===== config.mk =====
export PLATFORM = sky130hd
export DESIGN_NAME = three_channel_hysteresis_controller_core
export DESIGN_NICKNAME = d
export VERILOG_FILES = /design/src/rtl/core/tchc_pkg.sv /design/src/rtl/core/three_channel_hysteresis_controller_core.sv
export SDC_FILE = /design/constraint.sdc
export NUM_CORES = 1
export LEC_CHECK = 0
export BUFFER_PORTS_ARGS = -buffer_cell sky130_fd_sc_hd__clkbuf_2
export CORE_AREA = 2 2 152 80
export DETAILED_ROUTE_END_ITERATION = 7
export DIE_AREA = 0 0 154 82
export GPL_ROUTABILITY_DRIVEN = 0
export PLACE_DENSITY_LB_ADDON = 0.25
export SYNTH_ARGS = -nofsm -noshare
export SYNTH_HDL_FRONTEND = slang
export SYNTH_SLANG_ARGS = --single-unit
export TNS_END_PERCENT = 100

===== constraint.sdc =====
create_clock -name clk -period 2.8 [get_ports clk]
set_input_delay 0.14 -clock clk [delete_from_list [all_inputs] [get_ports clk]]
set_output_delay 0.14 -clock clk [all_outputs]
set_load 0.02 [all_outputs]

===== src/rtl/core/tchc_pkg.sv =====
// Shared types and constants for the three-channel hysteresis controller.
// Operation codes, register indexes, device bit positions and reset values.
// No dependencies.
`timescale 1ns / 1ps

package tchc_pkg;

	// Request operation carried in s_axis_tuser
	typedef enum logic [1:0] {
		OP_SAMPLE  = 2'd0,
		OP_COMMAND = 2'd1,
		OP_READ    = 2'd2
	} op_t;

	// Configuration register indexes
	localparam logic [2:0] REG_AUTO_MODE  = 3'd0;
	localparam logic [2:0] REG_TEMP_LOW   = 3'd1;
	localparam logic [2:0] REG_TEMP_HIGH  = 3'd2;
	localparam logic [2:0] REG_SOIL_LOW   = 3'd3;
	localparam logic [2:0] REG_SOIL_HIGH  = 3'd4;
	localparam logic [2:0] REG_LIGHT_LOW  = 3'd5;
	localparam logic [2:0] REG_LIGHT_HIGH = 3'd6;

	// Command targets
	localparam logic [1:0] SEL_PUMP = 2'd0;
	localparam logic [1:0] SEL_FAN  = 2'd1;
	localparam logic [1:0] SEL_LAMP = 2'd2;

	// Bit positions in the device and report vectors
	localparam int BIT_PUMP = 0;
	localparam int BIT_FAN  = 1;
	localparam int BIT_LAMP = 2;

	localparam int TEMP_W  = 12;
	localparam int LEVEL_W = 7;
	localparam logic [LEVEL_W-1:0] LEVEL_MAX = 7'd100;

	// Reset values of the configuration registers
	localparam logic [TEMP_W-1:0]  TEMP_LOW_RST   = 12'd200;
	localparam logic [TEMP_W-1:0]  TEMP_HIGH_RST  = 12'd300;
	localparam logic [LEVEL_W-1:0] SOIL_LOW_RST   = 7'd30;
	localparam logic [LEVEL_W-1:0] SOIL_HIGH_RST  = 7'd80;
	localparam logic [LEVEL_W-1:0] LIGHT_LOW_RST  = 7'd20;
	localparam logic [LEVEL_W-1:0] LIGHT_HIGH_RST = 7'd90;

	// Saturate a percent level to the top of its range
	function automatic logic [LEVEL_W-1:0] sat_level(input logic [LEVEL_W-1:0] v);
		return (v > LEVEL_MAX) ? LEVEL_MAX : v;
	endfunction

endpackage


===== src/rtl/core/three_channel_hysteresis_controller_core.sv =====
// Three-channel hysteresis controller: fan, pump and lamp drive with report bits.
// Depends on tchc_pkg for operation codes, register indexes and reset values.
// Path: an accepted request passes through the input register, then the result register,
//   where its result is held until taken.
// Throughput: one request per cycle; input register and result register each stall
//   only when the stage after them is full and not drained in the same cycle.
// Reset: arst_n clears the devices, held temperature, pending reports and valids,
//   and loads the configuration registers with their defaults.
`timescale 1ns / 1ps

module three_channel_hysteresis_controller_core (
	input  logic        clk,
	input  logic        arst_n,
	// Request channel
	input  logic        s_axis_tvalid,
	output logic        s_axis_tready,
	// tdata: temp_tenths[11:0], temp_valid[12], soil_level[19:13],
	//        light_level[26:20], device_select[28:27], device_on[29], zero[31:30]
	input  logic [31:0] s_axis_tdata,
	// tuser: operation[1:0]
	input  logic [1:0]  s_axis_tuser,
	// Result channel
	output logic        m_axis_tvalid,
	input  logic        m_axis_tready,
	// tdata: pump_on[0], fan_on[1], lamp_on[2], report_bits[5:3], zero[7:6]
	output logic [7:0]  m_axis_tdata,
	// Configuration write channel
	input  logic        cfg_valid,
	output logic        cfg_ready,
	input  logic [2:0]  cfg_index,
	input  logic [11:0] cfg_data
);

	// Configuration registers
	logic                            auto_mode_q;
	logic [tchc_pkg::TEMP_W-1:0]     temp_low_q, temp_high_q;
	logic [tchc_pkg::LEVEL_W-1:0]    soil_low_q, soil_high_q;
	logic [tchc_pkg::LEVEL_W-1:0]    light_low_q, light_high_q;

	// Controller state
	logic [2:0]                      dev_q, dev_d;
	logic [2:0]                      pend_q, pend_d;
	logic [tchc_pkg::TEMP_W-1:0]     temp_q, temp_d;

	// Input register
	logic                            valid_s1;
	tchc_pkg::op_t                   op_s1;
	logic [tchc_pkg::TEMP_W-1:0]     temp_s1;
	logic                            temp_valid_s1;
	logic [tchc_pkg::LEVEL_W-1:0]    soil_s1, light_s1;
	logic [1:0]                      sel_s1;
	logic                            dev_on_s1;

	// Result register
	logic                            out_valid_q;
	logic [2:0]                      out_dev_q;
	logic [2:0]                      out_rep_q;

	logic                            advance;
	logic [2:0]                      report;
	logic [tchc_pkg::LEVEL_W-1:0]    soil_sat, light_sat;

	assign cfg_ready     = 1'b1;
	assign advance       = valid_s1 && (!out_valid_q || m_axis_tready);
	assign s_axis_tready = !valid_s1 || advance;

	// Write configuration registers
	always_ff @(posedge clk or negedge arst_n) begin
		if (!arst_n) begin
			auto_mode_q  <= 1'b0;
			temp_low_q   <= tchc_pkg::TEMP_LOW_RST;
			temp_high_q  <= tchc_pkg::TEMP_HIGH_RST;
			soil_low_q   <= tchc_pkg::SOIL_LOW_RST;
			soil_high_q  <= tchc_pkg::SOIL_HIGH_RST;
			light_low_q  <= tchc_pkg::LIGHT_LOW_RST;
			light_high_q <= tchc_pkg::LIGHT_HIGH_RST;
		end else if (cfg_valid && cfg_ready) begin
			unique case (cfg_index)
				tchc_pkg::REG_AUTO_MODE:  auto_mode_q  <= cfg_data[0];
				tchc_pkg::REG_TEMP_LOW:   temp_low_q   <= cfg_data;
				tchc_pkg::REG_TEMP_HIGH:  temp_high_q  <= cfg_data;
				tchc_pkg::REG_SOIL_LOW:   soil_low_q   <= cfg_data[tchc_pkg::LEVEL_W-1:0];
				tchc_pkg::REG_SOIL_HIGH:  soil_high_q  <= cfg_data[tchc_pkg::LEVEL_W-1:0];
				tchc_pkg::REG_LIGHT_LOW:  light_low_q  <= cfg_data[tchc_pkg::LEVEL_W-1:0];
				tchc_pkg::REG_LIGHT_HIGH: light_high_q <= cfg_data[tchc_pkg::LEVEL_W-1:0];
				default: ;
			endcase
		end
	end

	// Capture the request into the input register
	always_ff @(posedge clk or negedge arst_n) begin
		if (!arst_n) begin
			valid_s1 <= 1'b0;
		end else if (s_axis_tready) begin
			valid_s1 <= s_axis_tvalid;
		end
	end

	always_ff @(posedge clk) begin
		if (s_axis_tready && s_axis_tvalid) begin
			op_s1         <= tchc_pkg::op_t'(s_axis_tuser);
			temp_s1       <= s_axis_tdata[11:0];
			temp_valid_s1 <= s_axis_tdata[12];
			soil_s1       <= s_axis_tdata[19:13];
			light_s1      <= s_axis_tdata[26:20];
			sel_s1        <= s_axis_tdata[28:27];
			dev_on_s1     <= s_axis_tdata[29];
		end
	end

	assign soil_sat  = tchc_pkg::sat_level(soil_s1);
	assign light_sat = tchc_pkg::sat_level(light_s1);

	// Evaluate the request against the held state
	always_comb begin
		dev_d  = dev_q;
		pend_d = pend_q;
		temp_d = temp_q;
		report = pend_q;
		unique case (op_s1)
			tchc_pkg::OP_SAMPLE: begin
				if (temp_valid_s1) begin
					temp_d = temp_s1;
				end
				if (auto_mode_q) begin
					// on test first, so crossed limits favor on
					if (temp_d > temp_high_q) begin
						dev_d[tchc_pkg::BIT_FAN] = 1'b1;
					end else if (temp_d < temp_low_q) begin
						dev_d[tchc_pkg::BIT_FAN] = 1'b0;
					end
					if (soil_sat < soil_low_q) begin
						dev_d[tchc_pkg::BIT_PUMP] = 1'b1;
					end else if (soil_sat > soil_high_q) begin
						dev_d[tchc_pkg::BIT_PUMP] = 1'b0;
					end
					if (light_sat < light_low_q) begin
						dev_d[tchc_pkg::BIT_LAMP] = 1'b1;
					end else if (light_sat > light_high_q) begin
						dev_d[tchc_pkg::BIT_LAMP] = 1'b0;
					end
				end
				pend_d = pend_q | (dev_d ^ dev_q);
				report = pend_d;
			end
			tchc_pkg::OP_COMMAND: begin
				if (!auto_mode_q) begin
					unique case (sel_s1)
						tchc_pkg::SEL_PUMP: begin
							dev_d[tchc_pkg::BIT_PUMP]  = dev_on_s1;
							pend_d[tchc_pkg::BIT_PUMP] = 1'b1;
						end
						tchc_pkg::SEL_FAN: begin
							dev_d[tchc_pkg::BIT_FAN]  = dev_on_s1;
							pend_d[tchc_pkg::BIT_FAN] = 1'b1;
						end
						tchc_pkg::SEL_LAMP: begin
							dev_d[tchc_pkg::BIT_LAMP]  = dev_on_s1;
							pend_d[tchc_pkg::BIT_LAMP] = 1'b1;
						end
						default: ;
					endcase
				end
				report = pend_d;
			end
			tchc_pkg::OP_READ: begin
				// report the bits, then drop them
				pend_d = 3'b000;
			end
			default: ;
		endcase
	end

	// Advance state when the request moves into the result register
	always_ff @(posedge clk or negedge arst_n) begin
		if (!arst_n) begin
			dev_q  <= 3'b000;
			pend_q <= 3'b000;
			temp_q <= '0;
		end else if (advance) begin
			dev_q  <= dev_d;
			pend_q <= pend_d;
			temp_q <= temp_d;
		end
	end

	// Hold the result until taken
	always_ff @(posedge clk or negedge arst_n) begin
		if (!arst_n) begin
			out_valid_q <= 1'b0;
		end else if (!out_valid_q || m_axis_tready) begin
			out_valid_q <= valid_s1;
		end
	end

	always_ff @(posedge clk) begin
		if (advance) begin
			out_dev_q <= dev_d;
			out_rep_q <= report;
		end
	end

	assign m_axis_tvalid = out_valid_q;
	assign m_axis_tdata  = {2'b00, out_rep_q, out_dev_q};

	// A stalled input register keeps its request
	a_s1_hold: assert property (@(posedge clk) disable iff (!arst_n)
		valid_s1 && !advance |=> valid_s1)
		else $error("input register dropped a stalled request");

	// A read request leaves nothing pending
	a_read_clears: assert property (@(posedge clk) disable iff (!arst_n)
		advance && op_s1 == tchc_pkg::OP_READ |=> pend_q == 3'b000)
		else $error("pending reports not cleared by read");

	// In manual mode a sample never switches a device
	a_manual_sample: assert property (@(posedge clk) disable iff (!arst_n)
		advance && op_s1 == tchc_pkg::OP_SAMPLE && !auto_mode_q |=> $stable(dev_q))
		else $error("device switched by a sample in manual mode");

	// A device change always leaves its report bit pending
	a_change_reported: assert property (@(posedge clk) disable iff (!arst_n)
		advance && op_s1 != tchc_pkg::OP_READ |=> ((dev_q ^ $past(dev_q)) & ~pend_q) == 3'b000)
		else $error("device change without pending report");

endmodule

==> results.md, run 1 <==
* Status: complete, no violations
* Fin. max-slew vios at 0
* Vias post-DR at 4193
* Vias in the first global route at 4140
* P per Cell Area at 731 mW/mm^2
* Ys flop type: dfrtp_1
* Maximum root-to-sink buffer count at 2
* Hold crit path type: input pin to register
* CP max-delay cell: edfxtp_1
* CTS sink count at ~110
* Fmax achieved at 374 MHz
* CTS tree: built
* Root Buffer Master: clkbuf_16
* Clock Latency Late Sink at roughly 350 ps
* Critical-path maximum fanout at 3
* Area of the multi-input gates at about 0.0026 mm^2
* Synth top area share at approximately a quarter
* Slew headroom at around 56%
* Area grow syn2layout at 20.8%
* Clock Skew at ~11 ps
* Critical path's largest stage delay at between 400 and 500 ps
* Sequential share of the synthesized area at between 50% and 60%
* Most common cell in the synthesized netlist: inv_1
* Setup Buffers After CTS at 0
* Critical path data arrival time at around 2800 ps
* Worst Setup End Kind: register
* Critical path class: register to register
* DP Wirelength at around 9000 um
* Crit path cell chain: o311ai_2 -> and2_2 -> ha_1 -> nor2b_1 -> o21ai_0 -> a211o_1 -> a311oi_1 -> mux2_4 -> a221o_1
* Min cycle time layout at between 2000 and 3000 ps
* Crit path max-delay family: compound AO/OA/AOI/OAI gates
* DRT antenna net count at 0
* Register bit total from synthesis at roughly 110
* Fin Setup TNS at 0 ps
* Busiest grt layer: met2
* Sequential Power Share at 43.6%
* Layout Cell Area excl Fill at between 0.007 and 0.008 mm^2
* Reg area at 0.00299 mm^2
* Logic pwr share at roughly 28%
* Boundary pin count at between 60 and 70
* Port Buffers at 59
* Buf/Inv on CP at 0
* Worst vdd ir at approximately 0.31 mV
* Die Area at about 0.013 mm^2
* Switching share of power at 30.8%
* EDFF count, synth at 38
* Period utilisation layout at 95.4%
* Internal power at between 3 and 4 mW
* Max-Cap Viols at 0
* # H-tree levels at 3
* Post-synth top cells: 57 x inv_1, 54 x dfrtp_1, 49 x nand2_1, 48 x ha_1, 46 x mux2_2
* Final nets at between 700 and 800
* Grt total ovfl at 0
* Largest area contributor in the synthesized netlist: dfrtp_1
* Placeable Area at between 0.01 and 0.015 mm^2
* Worst Max-Slew Pin Slew at 655 ps
* Filler cell count at 905
* Clock share of power at ~28%
* Die width at approximately 150 um
* DIE HEIGHT at 82 um
* Met1 Use GR at a little under a third
* Wirelength, routed at between 10000 and 15000 um
* P_leak at ~3 nW
* Initial Util at 51.0%
* GR met2 Demand/Resource at around a third
* Unique masters post-synth at 60
* Yosys warns at 0
* Wire per inst at approximately 17 um
* # rows at 28
* Layout cell share with drive strength beyond 1 at a little over a quarter
* Total power at 5.13 mW
* Final setup viols at 0
* Ranking of synthesized cells by area: dfrtp_1 23%, edfxtp_1 20%, ha_1 10%
* Vias/cell at 5.47
* Mean Syn Cell Area at approximately 11 um^2
* Pin count of the biggest net entering global routing at 63
* First-pass GRT wire length at 20700 um
* Clock-pin slew on the worst setup and hold paths at about 80 ps
* Cell count after synthesis at between 500 and 600
* Initial antenna violation count at 0
* Initial DRC count at between 200 and 250
* Hold_ws at between 10 and 15 ps
* DRC violations left at 0
* Ys async rst share at about two thirds
* Cts bufs inserted at 9
* Final core utilization at just over 60%
* Placed Area at 0.00632 mm^2
* Switching pwr at ~1.6 mW
* Worst path required time at 2900 ps
* Worst setup SP type: register
* # diodes at 0
* Final Hold Viols at 0
* M3 GR Usage at under 10%
* All-layer global routing usage at 21.7%
* DRT Pass-1 Iters at 4
* Post-synthesis instance area at 0.00581 mm^2
registers in the layout, summed over array words and instances (netlist names):
signal	flops
light_low_q	7
op_s1	2
soil_high_q	7
light_s1	7
out_rep_q	3
dev_q	3
auto_mode_q	1
light_high_q	7
temp_high_q	12
m_axis_tvalid	1
temp_q	12
valid_s1	1
sel_s1	2
dev_on_s1	1
pend_q	3
temp_low_q	12
out_dev_q	3
soil_low_q	7
temp_s1	12
temp_valid_s1	1
soil_s1	7
layout make-up:
type,count,area share (%)
clock buffers,9,3.21
inverters,57,3.05
repair buffers,103,10.4
clock inverters,7,1.62
multi-input cells,329,36.4
flip-flops and latches,111,42.6
well taps,150,2.67
power groups by stage:
stage / sequential, mW / combinational (mW) / clock (mW)
3_3_place_gp: 2.24 / 1.31 / 0
2_1_floorplan: 2.23 / 0.988 / 0
5_1_grt: 2.28 / 1.65 / 1.54
4_1_cts: 2.23 / 1.44 / 1.46
6_report: 2.24 / 1.46 / 1.43
3_5_place_dp: 2.26 / 1.39 / 0
final timing paths:
kind | startpoint | endpoint | slack, ps | cells after the start
setup / recovery | light_s1[3] | out_rep_q[2] | 130 | 9
hold / removal | cfg_data[7] | temp_low_q[7] | 10 | 3
setup reg to reg | light_s1[3] | out_rep_q[2] | 130 | 9
hold reg to reg | temp_q[0] | temp_q[0] | 490 | 2
max in group asynchronous | arst_n | light_high_q[1] | 1910 | 3
min in group asynchronous | arst_n | temp_high_q[7] | 210 | 2
tightest hold or removal path, cell delays in order:
cell	delay (ps)
clkbuf_2	90
nand2_1	50
o21ai_0	70
cells in the final DEF (no fill, tap or decap), types with 6 or more instances in the layout:
cell type / Yosys / layout
ha_1: 48 / 48
nand3_1: 11 / 11
dfstp_2: 19 / 19
clkbuf_16: 0 / 9
mux2_2: 46 / 46
dlygate4sd3_1: 0 / 33
o211ai_1: 6 / 6
nand2b_1: 8 / 8
clkbuf_2: 0 / 58
buf_4: 3 / 9
o21ai_0: 43 / 42
edfxtp_1: 38 / 38
a21oi_1: 15 / 14
nor3_1: 8 / 8
nor2_1: 10 / 10
inv_1: 57 / 57
nand2_1: 49 / 49
dfrtp_1: 54 / 54
metrics by stage:
step,instances,worst slack [ps]
after detailed placement,717,17.0
after global placement,717,82.7
after CTS,766,0.544
final,766,129
after floorplan,515,138
after global routing,766,-33.5
per-layer routing:
| metal | wire (um) | vias to the layer above | share of wire [%] |
|---|---|---|---|
| li1 | - | 2041 | - |
| met1 | 6280 | 2034 | 49 |
| met2 | 5560 | 105 | 43 |
| met3 | 823 | 13 | 6.4 |
| met4 | 138 | 0 | 1.1 |
| met5 | 0 | - | 0 |
repair_timing:
item	in CTS	in global routing
resized for setup	0	6
endpoints found under the setup margin	0	4
hold endpoints to repair	43	0
hold buffers	33	0
kinds of logic (layout without fill, tap and decap cells):
family,after synthesis,in the layout,synth area share [%]
compound gates,112,112,13.0
xor+xnor,2,2,0.302
fa+ha+maj,48,48,10.3
buf+inv,75,176,5.21
flops,111,111,51.5
mux,50,50,9.69
other cells,2,3,0.129
simple gates,114,114,9.84
Power figures use the tool's default switching activity.
==> inputs of run 2 (changes only) <==
--- a/config.mk
+++ b/config.mk
@@ -6,10 +6,11 @@
 export NUM_CORES = 1
 export LEC_CHECK = 0
 export BUFFER_PORTS_ARGS = -buffer_cell sky130_fd_sc_hd__clkbuf_2
-export CORE_AREA = 2 2 152 80
+export CORE_AREA = 4 4 154 82
 export DETAILED_ROUTE_END_ITERATION = 7
-export DIE_AREA = 0 0 154 82
+export DIE_AREA = 0 0 158 86
 export GPL_ROUTABILITY_DRIVEN = 0
+export HOLD_SLACK_MARGIN = 0.05
 export PLACE_DENSITY_LB_ADDON = 0.25
 export SYNTH_ARGS = -nofsm -noshare
 export SYNTH_HDL_FRONTEND = slang
==> results.md, run 2 (synthesis gave the netlist of run 1 again) <==
* # H-tree levels at 3
* Layout cell share with drive strength beyond 1 at approximately 27%
* Slew headroom at between 30% and 40%
* CTS tree: built
* Routed wl met3 at roughly 670 um
* Vias post-DR at 4190
* Commonest non-fill, non-tap cell in the layout: clkbuf_2
* Vias/cell at roughly 5.4
* Initial DRC count at around 200
* Min cycle time layout at roughly 2700 ps
* Worst Max-Slew Pin Slew at between 900 and 1000 ps
* Status: finished with violations
* Hold crit path type: input pin to async pin
* Fin Setup TNS at 0 ps
* Commonest cells after routing, fill and taps aside: 58 x clkbuf_2, 57 x inv_1, 54 x dfrtp_1, 49 x nand2_1, 48 x ha_1
* Worst Setup End Kind: register
* First-pass GRT wire length at roughly 21000 um
* Worst vdd ir at between 0.3 and 0.4 mV
* Max-Cap Viols at 0
* Port Buffers at 59
* Final nets at between 700 and 800
* Die Area at 0.0136 mm^2
* Boundary pin count at 65
* Area grow syn2layout at 21.0%
* Die width at between 150 and 200 um
* # rows at 28
* RSZ-0062 raised after global routing: no
* Fin. max-slew vios at 0
* Initial antenna violation count at 0
* Cts bufs inserted at 9
* Wire per inst at about 16 um
* Placeable Area at around 0.011 mm^2
* Critical-path maximum fanout at 12
* Worst setup SP type: register
* Critical path class: register to register
* DIE HEIGHT at approximately 86 um
* DRC violations left at 0
* Clock Skew at 9.30 ps
* WL met2 at between 5000 and 6000 um
* DRT Pass-1 Iters at 4
* Root Buffer Master: clkbuf_16
* Grt total ovfl at 0
* All-layer global routing usage at between 15 and 20%
* Pin count of the biggest net entering global routing at 74
* Final Hold Viols at 2
* Final cell count without fillers at just under 800
* P per Cell Area at between 700 and 800 mW/mm^2
* Clock Latency Late Sink at approximately 350 ps
* Hold_ws at -5.82 ps
* WL met1 at 6490 um
* Fmax achieved at between 300 and 400 MHz
* P_leak at slightly above 3 nW
* # diodes at 0
* DP Wirelength at between 9000 and 10000 um
* Number of cells after detailed placement at slightly above 700
* Final setup viols at 0
* Vias in the first global route at ~4200
* CTS sink count at about 110
* DR top layer: met4
* Wirelength, routed at around 13000 um
* Worst path required time at approximately 2900 ps
* Critical path data arrival time at 2800 ps
* Maximum root-to-sink buffer count at 2
* Clock-pin slew on the worst setup and hold paths at 80 ps
* Initial Util at between 50% and 60%
* Violated checks: hold timing
* DRT antenna net count at 0
* Period utilisation layout at between 90% and 100%
-- run 2: cell types whose count changed in the layout (fill, tap and decap cells not counted), moves of 2 or more --
cell | previous run | this run
dlygate4sd3_1 | 33 | 38
bufinv_16 | 2 | 0
inv_4 | 0 | 2
inv_6 | 3 | 1
clkinv_4 | 0 | 2
-- run 2: routing by layer --
metal	GRT usage, %	vias to the layer above
met5	0	-
met3	4.54	10
li1	-	2047
met2	29.8	108
met4	3.56	0
met1	30.3	2025
-- run 2: stage by stage --
step / utilization, % / setup WS (ps) / total power [mW] / hold WS [ps] / instance area (um^2)
finish: 61.8 / 104 / 4.96 / -5.82 / 7030
global route: 61.8 / 9.65 / 5.30 / 102 / 7030
global placement: 55.4 / 85.7 / 3.56 / 317 / 6310
floorplan: - / 138 / 3.22 / -156 / 5810
CTS: 61.4 / 117 / 4.96 / 54.4 / 6990
detailed placement: 55.4 / 8.65 / 3.65 / 319 / 6310
-- run 2: layout make-up --
class,instances,area (um^2)
fillers,915,4350
inverters,57,214
multi-input cells,329,2570
clock buffers,11,254
repair buffers,108,771
well taps,150,188
flip-flops and latches,111,2990
clock inverters,5,38.8
-- run 2: worst max-delay path, stage by stage (launching register included) --
cell      delay (ps)
edfxtp_1         380
buf_12           160
mux2_2           370
ha_1             310
a21oi_1          150
o21ai_0          140
a221oi_1         320
a21oi_2          120
mux2i_1          180
a221o_1          310
-- run 2: worst paths after layout --
path,cells past startpoint,start,endpoint,slack [ps]
worst max-delay path,9,temp_valid_s1,out_rep_q[1],100
max in group asynchronous,2,arst_n,temp_low_q[8],2180
min in group clk,3,cfg_data[2],temp_high_q[2],90
worst min register to register,2,temp_q[0],temp_q[0],500
worst max register to register,9,temp_valid_s1,out_rep_q[1],100
worst min-delay path,2,arst_n,pend_q[2],-6
-- run 2: power by group --
group	total, mW	internal, mW	switching (mW)
Clock	1.26	0.666	0.592
Sequential	2.24	2.06	0.177
Combinational	1.46	0.688	0.771
Total	4.96	3.42	1.54
-- run 2: repair_timing --
item	CTS	global route
endpoints found under the hold margin	43	0
cloned	0	0
pin swaps	0	1
setup buffers	0	0
resized for setup	1	6
hold buffers	38	0
setup endpoints to repair	1	4
==> inputs of run 3 (changes only) <==
--- a/config.mk
+++ b/config.mk
@@ -6,9 +6,10 @@
 export NUM_CORES = 1
 export LEC_CHECK = 0
 export BUFFER_PORTS_ARGS = -buffer_cell sky130_fd_sc_hd__clkbuf_2
-export CORE_AREA = 4 4 154 82
+export CORE_AREA = 4 4 151 80
+export CTS_BUF_LIST = sky130_fd_sc_hd__clkbuf_8
 export DETAILED_ROUTE_END_ITERATION = 7
-export DIE_AREA = 0 0 158 86
+export DIE_AREA = 0 0 155 84
 export GPL_ROUTABILITY_DRIVEN = 0
 export HOLD_SLACK_MARGIN = 0.05
 export PLACE_DENSITY_LB_ADDON = 0.25
==> results.md, run 3 (synthesis gave the netlist of run 1 again) <==
* All-layer global routing usage at about 22%
* Crit path cell chain: o311ai_4 -> and2_2 -> ha_1 -> o31ai_1 -> o2bb2ai_1 -> and3_4 -> mux2_4 -> a221o_1
* Max-Cap Viols at 0
* Layout cell share with drive strength beyond 1 at between 20 and 30%
* Placeable Area at around 0.011 mm^2
* Maximum root-to-sink buffer count at 2
* Wire per inst at about 18 um
* Slew headroom at a little under two fifths
* Fin. max-slew vios at 0
* # H-tree levels at 3
* Area grow syn2layout at 20.5%
* Wirelength, routed at 13700 um
* Worst vdd ir at around 0.25 mV
* Clock Latency Late Sink at 390 ps
* Commonest cells after routing, fill and taps aside: 58 x inv_1, 58 x clkbuf_2, 54 x dfrtp_1, 49 x nand2_1, 48 x ha_1
* Final core utilization at between 60 and 70%
* # rows at 27
* # diodes at 0
* Final setup viols at 0
* P_leak at roughly 3.1 nW
* Grt total ovfl at 0
* Initial Util at approximately 54%
* Boundary pin count at 65
* Final cell count without fillers at between 700 and 800
* Filler cell count at between 800 and 900
* Hold crit path type: input pin to register
* Critical path's largest stage delay at about 480 ps
* Worst Setup End Kind: register
* DRT antenna net count at 0
* Total power at 4.72 mW
* CP Launch Point: light_s1[3]
* Initial antenna violation count at 0
* Number of cells after detailed placement at 713
* CTS sink count at between 100 and 150
* Vias post-DR at ~4300
* Initial DRC count at between 300 and 400
* Min cycle time layout at about 2800 ps
* RSZ-0062 raised after global routing: yes
* Worst path required time at approximately 3000 ps
* DP Wirelength at around 10000 um
* Clock-pin slew on the worst setup and hold paths at roughly 100 ps
* Worst Reg-to-Reg Cells at 8
* First-pass GRT wire length at about 23000 um
* DIE HEIGHT at ~84 um
* Die Area at between 0.01 and 0.015 mm^2
* Cts bufs inserted at 9
* Pin count of the biggest net entering global routing at 74
* Vias in the first global route at 4445
* P per Cell Area at between 600 and 700 mW/mm^2
* Critical R2R Launch: light_s1[3]
* Port Buffers at slightly below 60
* Fmax achieved at 361 MHz
* Final nets at 728
* Root Buffer Master: clkbuf_8
* CTS tree: built
* Worst setup SP type: register
* Clock Skew at ~10 ps
* CP max-delay cell: edfxtp_1
* Worst Max-Slew Pin Slew at around 940 ps
* Status: complete, no violations
* Vias/cell at approximately 5.5
* Critical-path maximum fanout at 3
* Critical path class: register to register
* Critical path data arrival time at 2910 ps
* Final Hold Viols at 0
* Placed Area at around 0.0063 mm^2
* DRT Pass-1 Iters at 4
* Die width at around 160 um
* Hold wc startpoint: cfg_data[6]
* DRC violations left at 0
* Period utilisation layout at between 90% and 100%
* Layout Cell Area excl Fill at 0.00700 mm^2
* Hold path depth at 3
run 3: changes by cell type in the layout (fill, tap and decap cells not counted), sizes merged:
cell / previous run / this run
buf: 12 / 20
clkbuf: 69 / 67
dlygate4sd3: 38 / 40
bufinv: 0 / 1
clkinvlp: 0 / 1
run 3: worst max-delay path: cells and delay by family, from the launching register on:
family                   cells  cell delay, ps
flip-flops                   1             480
multiplexers                 1             310
AO/OA/AOI/OAI                4            1070
adder cells (fa/ha/maj)      1             230
AND/OR/NAND/NOR              2             430
run 3: metrics by stage:
stage	hold slack, ps	setup WS [ps]	setup TNS, ps
after floorplan	-156	138	0
final	71.5	33.4	0
after global routing	77.2	-46.2	-102
after global placement	316	69.9	0
after detailed placement	319	-4.15	-4.15
after CTS	53.5	30.9	0
run 3: metal layers:
metal  global-route usage, %  vias up  routed length [um]
met5                       0        -                   0
met4                    4.73        0                 143
met3                    5.80       13                 857
met2                    33.1      106                6020
met1                    32.8     2082                6670
li1                        -     2062                   -
run 3: cell type report:
type / count / area, um^2 / area share [%]
Multi-Input combinational cell: 329 / 2570 / 36.7
Timing Repair Buffer: 118 / 846 / 12.1
Tap cell: 145 / 181 / 2.59
Sequential cell: 111 / 2990 / 42.7
Inverter: 57 / 214 / 3.06
Clock inverter: 7 / 72.6 / 1.04
Clock buffer: 9 / 124 / 1.77
run 3: final timing paths:
kind,end,slack (ps)
worst max-delay path,out_rep_q[2],30
worst min-delay path,soil_high_q[6],70
worst max register to register,out_rep_q[2],30
worst min register to register,temp_q[0],500
max in group asynchronous,soil_high_q[0],1680
min in group asynchronous,dev_q[2],510
run 3: power breakdown:
part	internal, mW	switching [mW]	total, mW
sequential	2.06	0.177	2.24
clock	0.417	0.564	0.981
combinational	0.704	0.800	1.50
total	3.18	1.54	4.72
run 3: what timing repair did:
item                                    in CTS  in global routing
setup buffers                                2                  5
pin swaps                                    0                  5
hold buffers                                40                  0
endpoints found under the setup margin       3                  5
gates resized for setup                      3                 11
endpoints found under the hold margin       98                  0
